==> config.mk <==
export PLATFORM = sky130hd
export DESIGN_NAME = fir_direct_form_filter_top
export DESIGN_NICKNAME = d
export VERILOG_FILES = /design/src/rtl/core/firdf_pkg.sv /design/src/rtl/core/firdf_mac.sv /design/src/rtl/core/fir_direct_form_filter_top.sv
export SDC_FILE = /design/constraint.sdc
export NUM_CORES = 1
export LEC_CHECK = 0
export BUFFER_PORTS_ARGS = -buffer_cell sky130_fd_sc_hd__buf_2
export CORE_MARGIN = 2
export CORE_UTILIZATION = 25
export CTS_CLUSTER_SIZE = 8
export DETAILED_ROUTE_END_ITERATION = 10
export HOLD_SLACK_MARGIN = 0.06
export PLACE_DENSITY = 0.48
export SYNTH_ARGS = -nofsm -noshare
export SYNTH_HDL_FRONTEND = slang
export SYNTH_HIERARCHICAL = 1
export SYNTH_SLANG_ARGS = --single-unit
==> constraint.sdc <==
create_clock -name clk -period 8 [get_ports clk]
set_input_delay 0.4 -clock clk [delete_from_list [all_inputs] [get_ports clk]]
set_output_delay 0.4 -clock clk [all_outputs]
set_load 0.02 [all_outputs]
==> src/rtl/core/firdf_pkg.sv <==
// ----------------------------------------------------------------------------
// FIR direct-form filter package
// Shared widths, command codes, payload structs and controller types.
// ----------------------------------------------------------------------------
package firdf_pkg;

	localparam int SAMPLE_W    = 16;
	localparam int COEF_W      = 16;
	localparam int PROD_W      = SAMPLE_W + COEF_W;
	localparam int NUM_COEF    = 8;
	localparam int COEF_IDX_W  = $clog2(NUM_COEF);
	localparam int CFG_IDX_W   = 4;
	localparam int CFG_DATA_W  = COEF_W;
	localparam int FRAC_BITS   = 15;

	typedef enum logic [1:0] {
		CMD_PUSH = 2'd0,
		CMD_PEEK = 2'd1,
		CMD_FILL = 2'd2
	} cmd_t;

	typedef struct packed {
		logic [1:0]                 cmd;
		logic signed [SAMPLE_W-1:0] sample;
	} item_t;

	typedef struct packed {
		logic signed [SAMPLE_W-1:0] filtered;
		logic                       saturated;
	} res_t;

	typedef enum logic [1:0] {
		ST_IDLE,
		ST_ISSUE,
		ST_DRAIN,
		ST_DONE
	} state_t;

	typedef struct packed {
		logic clear;
		logic en;
		logic last;
	} mac_ctrl_t;

endpackage

==> src/rtl/core/firdf_mac.sv <==
// ----------------------------------------------------------------------------
// FIR multiply-accumulate unit
// One registered product per cycle, an exact accumulator, then rounding and
// saturation of the finished sum to a 16-bit sample.
// ----------------------------------------------------------------------------
module firdf_mac #(
	parameter int TAPS = 8
) (
	input  logic                                 clk,
	input  logic                                 arst_n,
	input  firdf_pkg::mac_ctrl_t                 ctrl,
	input  logic signed [firdf_pkg::SAMPLE_W-1:0] tap_sample,
	input  logic signed [firdf_pkg::COEF_W-1:0]   coef,
	output logic                                 done,
	output firdf_pkg::res_t                      res
);

	localparam int ACC_W = firdf_pkg::PROD_W + $clog2(TAPS);
	localparam int Q_W   = ACC_W + 1 - firdf_pkg::FRAC_BITS;
	localparam logic signed [ACC_W:0] ROUND_BIAS =
		(ACC_W+1)'(1 << (firdf_pkg::FRAC_BITS - 1));

	logic signed [firdf_pkg::PROD_W-1:0] prod_s2;
	logic                                en_s2;
	logic                                last_s2;
	logic signed [ACC_W-1:0]             acc_q;
	logic                                done_q;

	logic signed [ACC_W:0]   biased;
	logic signed [Q_W-1:0]   q_val;
	logic                    fits;

	always_ff @(posedge clk) begin
		prod_s2 <= tap_sample * coef;
	end

	always_ff @(posedge clk or negedge arst_n) begin
		if (!arst_n) begin
			en_s2   <= 1'b0;
			last_s2 <= 1'b0;
			done_q  <= 1'b0;
			acc_q   <= '0;
		end else begin
			en_s2   <= ctrl.en;
			last_s2 <= ctrl.last;
			done_q  <= en_s2 && last_s2;
			if (ctrl.clear) begin
				acc_q <= '0;
			end else if (en_s2) begin
				acc_q <= acc_q + ACC_W'(prod_s2);
			end
		end
	end

	// Round half up, then the result fits when every bit above the sample
	// width repeats the sample's sign bit.
	always_comb begin
		biased = (ACC_W+1)'(acc_q) + ROUND_BIAS;
		q_val  = biased[ACC_W:firdf_pkg::FRAC_BITS];
		fits   = (q_val[Q_W-1:firdf_pkg::SAMPLE_W-1] == '0) ||
			(q_val[Q_W-1:firdf_pkg::SAMPLE_W-1] == '1);
		if (fits) begin
			res.filtered  = q_val[firdf_pkg::SAMPLE_W-1:0];
			res.saturated = 1'b0;
		end else if (q_val[Q_W-1]) begin
			res.filtered  = {1'b1, {(firdf_pkg::SAMPLE_W-1){1'b0}}};
			res.saturated = 1'b1;
		end else begin
			res.filtered  = {1'b0, {(firdf_pkg::SAMPLE_W-1){1'b1}}};
			res.saturated = 1'b1;
		end
	end

	assign done = done_q;

endmodule

==> src/rtl/core/fir_direct_form_filter_top.sv <==
// ----------------------------------------------------------------------------
// FIR direct-form filter
// Delay line in a small synchronous RAM used as a circular buffer.
// ----------------------------------------------------------------------------
// The item channel (item_valid / item_ready / item) carries a command and a
// sample: push shifts the sample in as the newest tap, peek leaves the line
// alone, fill sets every tap to the sample. Each item yields one transfer on
// the result channel (res_valid / res_ready / res) with the rounded,
// saturated dot product of the line and the coefficients.
// Coefficients are written through cfg_we / cfg_idx / cfg_data; the user
// writes them only while idle, which the block itself does not enforce.
// Indexes beyond the eight registers are ignored. One item is processed at
// a time. The result becomes valid in the same cycle in which a new item
// can be taken. Taps pass through the single RAM read port and the single
// multiplier, one tap per cycle.
// A finished result waits in the output register while the receiver stalls;
// the block holds its sum until the register frees up.
// Reset clears the coefficients, the result valid flag and the per-tap valid
// bits; a tap that is not valid reads as the last fill value, zero after
// reset, so no clearing pass is needed.
// ----------------------------------------------------------------------------
module fir_direct_form_filter_top #(
	parameter int TAPS = 8
) (
	input  logic                                   clk,
	input  logic                                   arst_n,
	input  logic                                   item_valid,
	output logic                                   item_ready,
	input  firdf_pkg::item_t                       item,
	output logic                                   res_valid,
	input  logic                                   res_ready,
	output firdf_pkg::res_t                        res,
	input  logic                                   cfg_we,
	input  logic [firdf_pkg::CFG_IDX_W-1:0]        cfg_idx,
	input  logic [firdf_pkg::CFG_DATA_W-1:0]       cfg_data
);

	localparam int IDX_W = (TAPS > 1) ? $clog2(TAPS) : 1;
	localparam logic [IDX_W-1:0] LAST_IDX = IDX_W'(TAPS - 1);
	localparam logic [IDX_W:0]   TAPS_CNT = (IDX_W+1)'(TAPS);

	logic signed [firdf_pkg::COEF_W-1:0]   coef_q [firdf_pkg::NUM_COEF];
	logic signed [firdf_pkg::SAMPLE_W-1:0] mem [TAPS];
	logic [TAPS-1:0]                       tap_vld_q;
	logic signed [firdf_pkg::SAMPLE_W-1:0] fill_q;
	logic [IDX_W-1:0]                      head_q;
	logic [IDX_W-1:0]                      k_q;
	firdf_pkg::state_t                     state_q, state_d;

	logic signed [firdf_pkg::SAMPLE_W-1:0] rd_data_s1;
	logic                                  vld_s1;
	logic [IDX_W-1:0]                      k_s1;
	logic                                  en_s1;
	logic                                  last_s1;

	logic                                  res_valid_q;
	firdf_pkg::res_t                       res_q;

	logic                                  accept;
	logic                                  do_push;
	logic                                  do_fill;
	logic                                  issue;
	logic                                  load;
	logic [IDX_W-1:0]                      head_dec;
	logic [IDX_W:0]                        addr_sum;
	logic [IDX_W-1:0]                      rd_addr;
	logic signed [firdf_pkg::SAMPLE_W-1:0] tap_sample;
	firdf_pkg::mac_ctrl_t                  mac_ctrl;
	logic                                  mac_done;
	firdf_pkg::res_t                       mac_res;

	assign accept  = item_valid && item_ready;
	assign do_push = accept && (item.cmd == firdf_pkg::CMD_PUSH);
	assign do_fill = accept && (item.cmd == firdf_pkg::CMD_FILL);

	// The newest sample goes one slot below the head, so tap k sits at
	// head + k modulo TAPS.
	assign head_dec = (head_q == '0) ? LAST_IDX : head_q - 1'b1;
	assign addr_sum = {1'b0, head_q} + {1'b0, k_q};
	assign rd_addr  = (addr_sum >= TAPS_CNT) ? IDX_W'(addr_sum - TAPS_CNT)
		: addr_sum[IDX_W-1:0];

	always_ff @(posedge clk or negedge arst_n) begin
		if (!arst_n) begin
			for (int i = 0; i < firdf_pkg::NUM_COEF; i++) begin
				coef_q[i] <= '0;
			end
		end else if (cfg_we &&
			(cfg_idx < firdf_pkg::CFG_IDX_W'(firdf_pkg::NUM_COEF))) begin
			coef_q[cfg_idx[firdf_pkg::COEF_IDX_W-1:0]] <= cfg_data;
		end
	end

	// Delay line RAM: write on a push transfer, read one tap per issue cycle.
	always_ff @(posedge clk) begin
		if (do_push) begin
			mem[head_dec] <= item.sample;
		end
		rd_data_s1 <= mem[rd_addr];
	end

	always_ff @(posedge clk or negedge arst_n) begin
		if (!arst_n) begin
			tap_vld_q <= '0;
			head_q    <= '0;
			fill_q    <= '0;
		end else if (do_push) begin
			tap_vld_q[head_dec] <= 1'b1;
			head_q              <= head_dec;
		end else if (do_fill) begin
			tap_vld_q <= '0;
			fill_q    <= item.sample;
		end
	end

	always_ff @(posedge clk or negedge arst_n) begin
		if (!arst_n) begin
			state_q <= firdf_pkg::ST_IDLE;
			k_q     <= '0;
			en_s1   <= 1'b0;
			last_s1 <= 1'b0;
			vld_s1  <= 1'b0;
			k_s1    <= '0;
		end else begin
			state_q <= state_d;
			en_s1   <= issue;
			last_s1 <= issue && (k_q == LAST_IDX);
			vld_s1  <= tap_vld_q[rd_addr];
			k_s1    <= k_q;
			if (accept) begin
				k_q <= '0;
			end else if (issue) begin
				k_q <= k_q + 1'b1;
			end
		end
	end

	always_comb begin
		state_d = state_q;
		unique case (state_q)
			firdf_pkg::ST_IDLE: begin
				if (accept) begin
					state_d = firdf_pkg::ST_ISSUE;
				end
			end
			firdf_pkg::ST_ISSUE: begin
				if (k_q == LAST_IDX) begin
					state_d = firdf_pkg::ST_DRAIN;
				end
			end
			firdf_pkg::ST_DRAIN: begin
				if (mac_done) begin
					state_d = firdf_pkg::ST_DONE;
				end
			end
			firdf_pkg::ST_DONE: begin
				if (!res_valid_q || res_ready) begin
					state_d = firdf_pkg::ST_IDLE;
				end
			end
			default: state_d = firdf_pkg::ST_IDLE;
		endcase
	end

	always_comb begin
		item_ready = 1'b0;
		issue      = 1'b0;
		load       = 1'b0;
		unique case (state_q)
			firdf_pkg::ST_IDLE:  item_ready = 1'b1;
			firdf_pkg::ST_ISSUE: issue      = 1'b1;
			firdf_pkg::ST_DRAIN: ;
			firdf_pkg::ST_DONE:  load       = !res_valid_q || res_ready;
			default: ;
		endcase
	end

	assign tap_sample     = vld_s1 ? rd_data_s1 : fill_q;
	assign mac_ctrl.clear = accept;
	assign mac_ctrl.en    = en_s1;
	assign mac_ctrl.last  = last_s1;

	firdf_mac #(
		.TAPS(TAPS)
	) u_mac (
		.clk       (clk),
		.arst_n    (arst_n),
		.ctrl      (mac_ctrl),
		.tap_sample(tap_sample),
		.coef      (coef_q[firdf_pkg::COEF_IDX_W'(k_s1)]),
		.done      (mac_done),
		.res       (mac_res)
	);

	always_ff @(posedge clk or negedge arst_n) begin
		if (!arst_n) begin
			res_valid_q <= 1'b0;
		end else if (load) begin
			res_valid_q <= 1'b1;
		end else if (res_ready) begin
			res_valid_q <= 1'b0;
		end
	end

	always_ff @(posedge clk) begin
		if (load) begin
			res_q <= mac_res;
		end
	end

	assign res_valid = res_valid_q;
	assign res       = res_q;

endmodule

==> impl.org <==
** Run status
- Status :: complete, no violations

** Clock network
- Clock-pin slew was measured on the worst setup and hold paths at 50 ps.
- The clock passes through at most 3 buffers.
- Cell chosen for the clock root :: sky130_fd_sc_hd__clkbuf_16
- For this design, the sink count on the clock tree is 398.
- Clock insertion delay at the later pin of the skew report :: 620 ps
- In this run the post-CTS setup repair buffer count came out at 0.
- TritonCTS clock tree :: built
- CTS H-Tree Depth :: 2
- TritonCTS buffer count :: 56

** Placement
- The wire-length estimate of the detail-placed layout is 45.30 mm.
- Pre-CTS setup slack :: 314.1 ps
- Count of input and output buffers :: 61
- GPL Wtd Cong :: 0.8054

** Die
- The floorplan step defined a die boundary enclosing 112,900 um^2.
- The floorplan has 121 rows.
- In this run the count of I/O pins placed on the die edge is 62.
- The initial utilization of the core area, before any placement, comes to 25.26%.
- Standard cell core area :: 109,200 um^2
- In this run the horizontal extent of the chip is 336.1 um.
- Measured along the y axis, the die boundary spans 336.1 um.

** Timing
- Clock skew on the completed layout was measured at 39.58 ps.
- Setup repair after global routing left no endpoint under its margin.
- At the pin with the least slew margin, the transition time is 1056 ps.
- Ratio of final minimum period to clock period :: 93.95%
- FMAX :: 133.0 MHz
- Hold Vio Cnt, Final :: 0
- In the post-route analysis, the smallest setup slack over all paths is 483.9 ps.
- Final count of pins violating max slew :: 0
- Setup-violating endpoint count in the final report :: 0
- Headroom to the max-slew limit came out at 29.60%.
- Post-Route Setup TNS :: 0 ps
- The worst path needs 7516 ps of the cycle, external delays included.
- Hold_ws :: 112.2 ps

** Critical path
- On the worst path, the slowest cell contributes a delay of 610 ps.
- The startpoint identified for the worst register-to-register timing path is k_s1[0]$_DFF_PN0_.
- The critical path goes through buf_12 > mux4_2 > mux2_2 > and2_1 > fa_1 > inv_1 > fa_1 > fa_1 > inv_1 > fa_1 > fa_1 > inv_1 > fa_1 > inv_1 > ha_1 > nand3_1 > nor2_1 > o31a_1 > a211oi_1 > o21ai_0 > a21oi_1 > o2111ai_1 > a21oi_1 > xnor2_1.
- In this run the critical register-to-register path is captured at u_mac/prod_s2[31]$_DFF_P_.
- Among all stages on the critical path, the largest delay is contributed by sky130_fd_sc_hd__dfrtp_4.
- Of all nets on the critical path, the largest fanout is 16.
- Most frequent cell on the critical path :: sky130_fd_sc_hd__fa_1
- Counting both buffers and inverters, the worst setup path holds a total of 5.
- For flop-to-flop paths, the worst setup slack is 480 ps.
- Nature of the critical path endpoint :: register
- The critical path runs through a total of 24 cells.
- The worst register-to-register path has a depth of 24.
- Cell family with the largest share of critical-path delay :: adder cells
- CP Data Required Time :: 8460 ps
- The worst setup path is launched from a register.
- By startpoint and endpoint, the worst setup path is classified as register to register.
- In this run the worst setup path begins at k_s1[0]$_DFF_PN0_.
- STA puts the critical path data arrival time at 7970 ps.
- Capturing element of the worst setup path :: u_mac/prod_s2[31]$_DFF_P_

** Min path
- Class of the tightest hold or removal check :: input pin to register

** Final layout
- In the layout the commonest cells are sky130_fd_sc_hd__inv_1 (324), sky130_fd_sc_hd__fa_1 (264), sky130_fd_sc_hd__dfrtp_1 (204).
- In the final layout, the share of cells above drive strength 1 is 18.62%.
- Most frequent standard cell in the layout excluding fill and tap cells :: sky130_fd_sc_hd__inv_1
- Fillers :: 11,240
- Relative to the synthesized area, the layout overhead comes to 13.97%.
- Nets :: 2,781
- The number of antenna diodes in the final layout is 0.

** Global routing
- Entering global routing, the biggest net connects 83 pins.
- Wire length of the first global-routing pass :: 105.0 mm
- Initial antenna violation count :: 6
- Total track usage :: 11.80%
- Global-route congestion overflow total :: 0
- The number of global-route vias before repair was 18,010.

** Drt
- The first detailed-routing pass ran for 5 iterations.
- The detailed router placed 16,520 vias in this run.
- After detailed routing, the number of vias per cell comes to 4.267.
- Post-detailed-route wirelength per cell :: 16.63 um
- Drt drc :: 0
- The detail route stage leaves a number of antenna-violating nets equal to 0.
- Number of DRC markers in iteration 0 :: 716
- Aggregate routed wire length :: 64.37 mm

** Logic synthesis
- The most used flip-flop cell after synthesis is sky130_fd_sc_hd__dfrtp_1.
- After synthesis, the largest area contributor takes up 19.17% of total cell area.
- Share of synthesized flip-flops with an asynchronous set or reset :: 51.51%
- Number of synthesized flops with an enable pin :: 145
- Ranked by total cell area, the synthesized netlist is headed by sky130_fd_sc_hd__fa_1 (19%), sky130_fd_sc_hd__dfrtp_1 (19%), sky130_fd_sc_hd__edfxtp_1 (16%).
- Each instance of the synthesized netlist takes up on average 12.13 um^2.
- The synthesized design spends more area on one cell type than any other, namely sky130_fd_sc_hd__fa_1.
- Number of synthesis warnings :: 6
- Post-Synthesis Net Count :: 2,705
- Counting flops and latches in the post-synthesis netlist gives 398.
- Cells after synthesis :: 2,272
- Summing the sequential cell areas from Yosys gives 37.89% of the chip area.
- Post-synthesis cell area :: 27,570 um^2
- In this run, distinct cell masters in the synthesized netlist total 85.

** Flow run
- Max-cap violations in this run came to 0.
==> cells in the mapped netlist, types with 9 or more instances <==
cell / instances
sky130_fd_sc_hd__nand2_1: 175
sky130_fd_sc_hd__nor3_1: 12
sky130_fd_sc_hd__dfxtp_1: 48
sky130_fd_sc_hd__inv_1: 324
sky130_fd_sc_hd__and3_1: 10
sky130_fd_sc_hd__nand2b_1: 13
sky130_fd_sc_hd__nor2_1: 74
sky130_fd_sc_hd__ha_1: 126
sky130_fd_sc_hd__xor2_1: 21
sky130_fd_sc_hd__edfxtp_1: 145
sky130_fd_sc_hd__and2_1: 127
sky130_fd_sc_hd__mux4_2: 66
sky130_fd_sc_hd__mux2_2: 192
sky130_fd_sc_hd__a21o_1: 24
sky130_fd_sc_hd__a21oi_1: 77
sky130_fd_sc_hd__dfrtp_1: 205
sky130_fd_sc_hd__buf_4: 13
sky130_fd_sc_hd__fa_1: 264
sky130_fd_sc_hd__mux2i_1: 22
sky130_fd_sc_hd__o21ai_0: 34
sky130_fd_sc_hd__nor2b_1: 11
sky130_fd_sc_hd__buf_2: 9
sky130_fd_sc_hd__xnor2_1: 55
sky130_fd_sc_hd__nand3_1: 27
sky130_fd_sc_hd__clkbuf_1: 51
==> per-stage QoR <==
| step | area (um^2) | utilization (%) | cells |
|---|---|---|---|
| detailed placement | 29560 | 27.08 | 3750 |
| global route | 31420 | 28.78 | 3871 |
| global placement | 29560 | 27.08 | 3750 |
| floorplan | 27570 | - | 2272 |
| finish | 31420 | 28.78 | 3871 |
| CTS | 31420 | 28.78 | 3871 |
==> worst min-delay path by stage <==
stage	from	endpoint	slack [ps]	depth (start not counted)
2_1_floorplan	arst_n	coef_q[0]$_DFFE_PN0P_	100	0
3_3_place_gp	en_s1$_DFF_PN0_	u_mac/en_s2$_DFF_PN0_	330	0
3_5_place_dp	en_s1$_DFF_PN0_	u_mac/en_s2$_DFF_PN0_	330	0
4_1_cts	cfg_data[5]	coef_q[101]$_DFFE_PN0P_	70	2
5_1_grt	item[11]	mem[0][11]$_DFFE_PP_	90	1
6_report	cfg_data[5]	coef_q[101]$_DFFE_PN0P_	110	2
==> flip-flops by register name, summed over array words and instances (netlist names), 2 cells and up <==
register,count
coef_q,128
mem,128
u_mac/acc_q,35
u_mac/prod_s2,32
res,17
fill_q,16
rd_data_s1,16
tap_vld_q,8
head_q,3
k_q,3
k_s1,3
state_q,2
==> logic make-up after synthesis <==
logic type	share of synthesized area, %
compound gates	5.242
xor+xnor	2.474
fa+ha+maj	24.89
buf+inv	6.023
flops	37.89
mux	14.12
simple gates	9.368
==> what timing repair did <==
item / 4_1_cts / 5_1_grt
setup endpoints to repair: 0 / 2
hold endpoints to repair: 179 / 0
hold buffers: 16 / 0
gates resized for setup: 0 / 1
==> layout make-up <==
class,count,area [um^2],share of cell area [%]
multi-input combinational,1463,15500,49.32
tap,1476,1847,5.878
inverter,324,1216,3.871
sequential,398,10450,33.26
clock buffer,103,1639,5.217
timing repair buffer,105,710.7,2.262
clock inverter,2,60.06,0.1912
==> worst reg2reg max path, cell delays in order (launching register included) <==
cell and delay [ps]:
sky130_fd_sc_hd__dfrtp_4 610, sky130_fd_sc_hd__buf_12 240, sky130_fd_sc_hd__mux4_2 500, sky130_fd_sc_hd__mux2_2 430, sky130_fd_sc_hd__and2_1 210, sky130_fd_sc_hd__fa_1 470
sky130_fd_sc_hd__inv_1 50, sky130_fd_sc_hd__fa_1 460, sky130_fd_sc_hd__fa_1 510, sky130_fd_sc_hd__inv_1 50, sky130_fd_sc_hd__fa_1 490, sky130_fd_sc_hd__fa_1 490
sky130_fd_sc_hd__inv_1 50, sky130_fd_sc_hd__fa_1 470, sky130_fd_sc_hd__inv_1 40, sky130_fd_sc_hd__ha_1 320, sky130_fd_sc_hd__nand3_1 190, sky130_fd_sc_hd__nor2_1 60
sky130_fd_sc_hd__o31a_1 290, sky130_fd_sc_hd__a211oi_1 390, sky130_fd_sc_hd__o21ai_0 220, sky130_fd_sc_hd__a21oi_1 330, sky130_fd_sc_hd__o2111ai_1 180, sky130_fd_sc_hd__a21oi_1 200
sky130_fd_sc_hd__xnor2_1 80
==> routing by layer <==
| metal | vias to the layer above | GRT usage (%) | wire length (um) |
|---|---|---|---|
| met4 | 6 | 2.261 | 911 |
| met3 | 71 | 1.557 | 1712 |
| met1 | 8471 | 16.95 | 32190 |
| met5 | - | 0 | 41 |
| met2 | 188 | 19.05 | 29520 |
| li1 | 7782 | - | - |
Power is not shown: default switching activity piles up to over one toggle a cycle in this logic, so the estimate is an artifact.
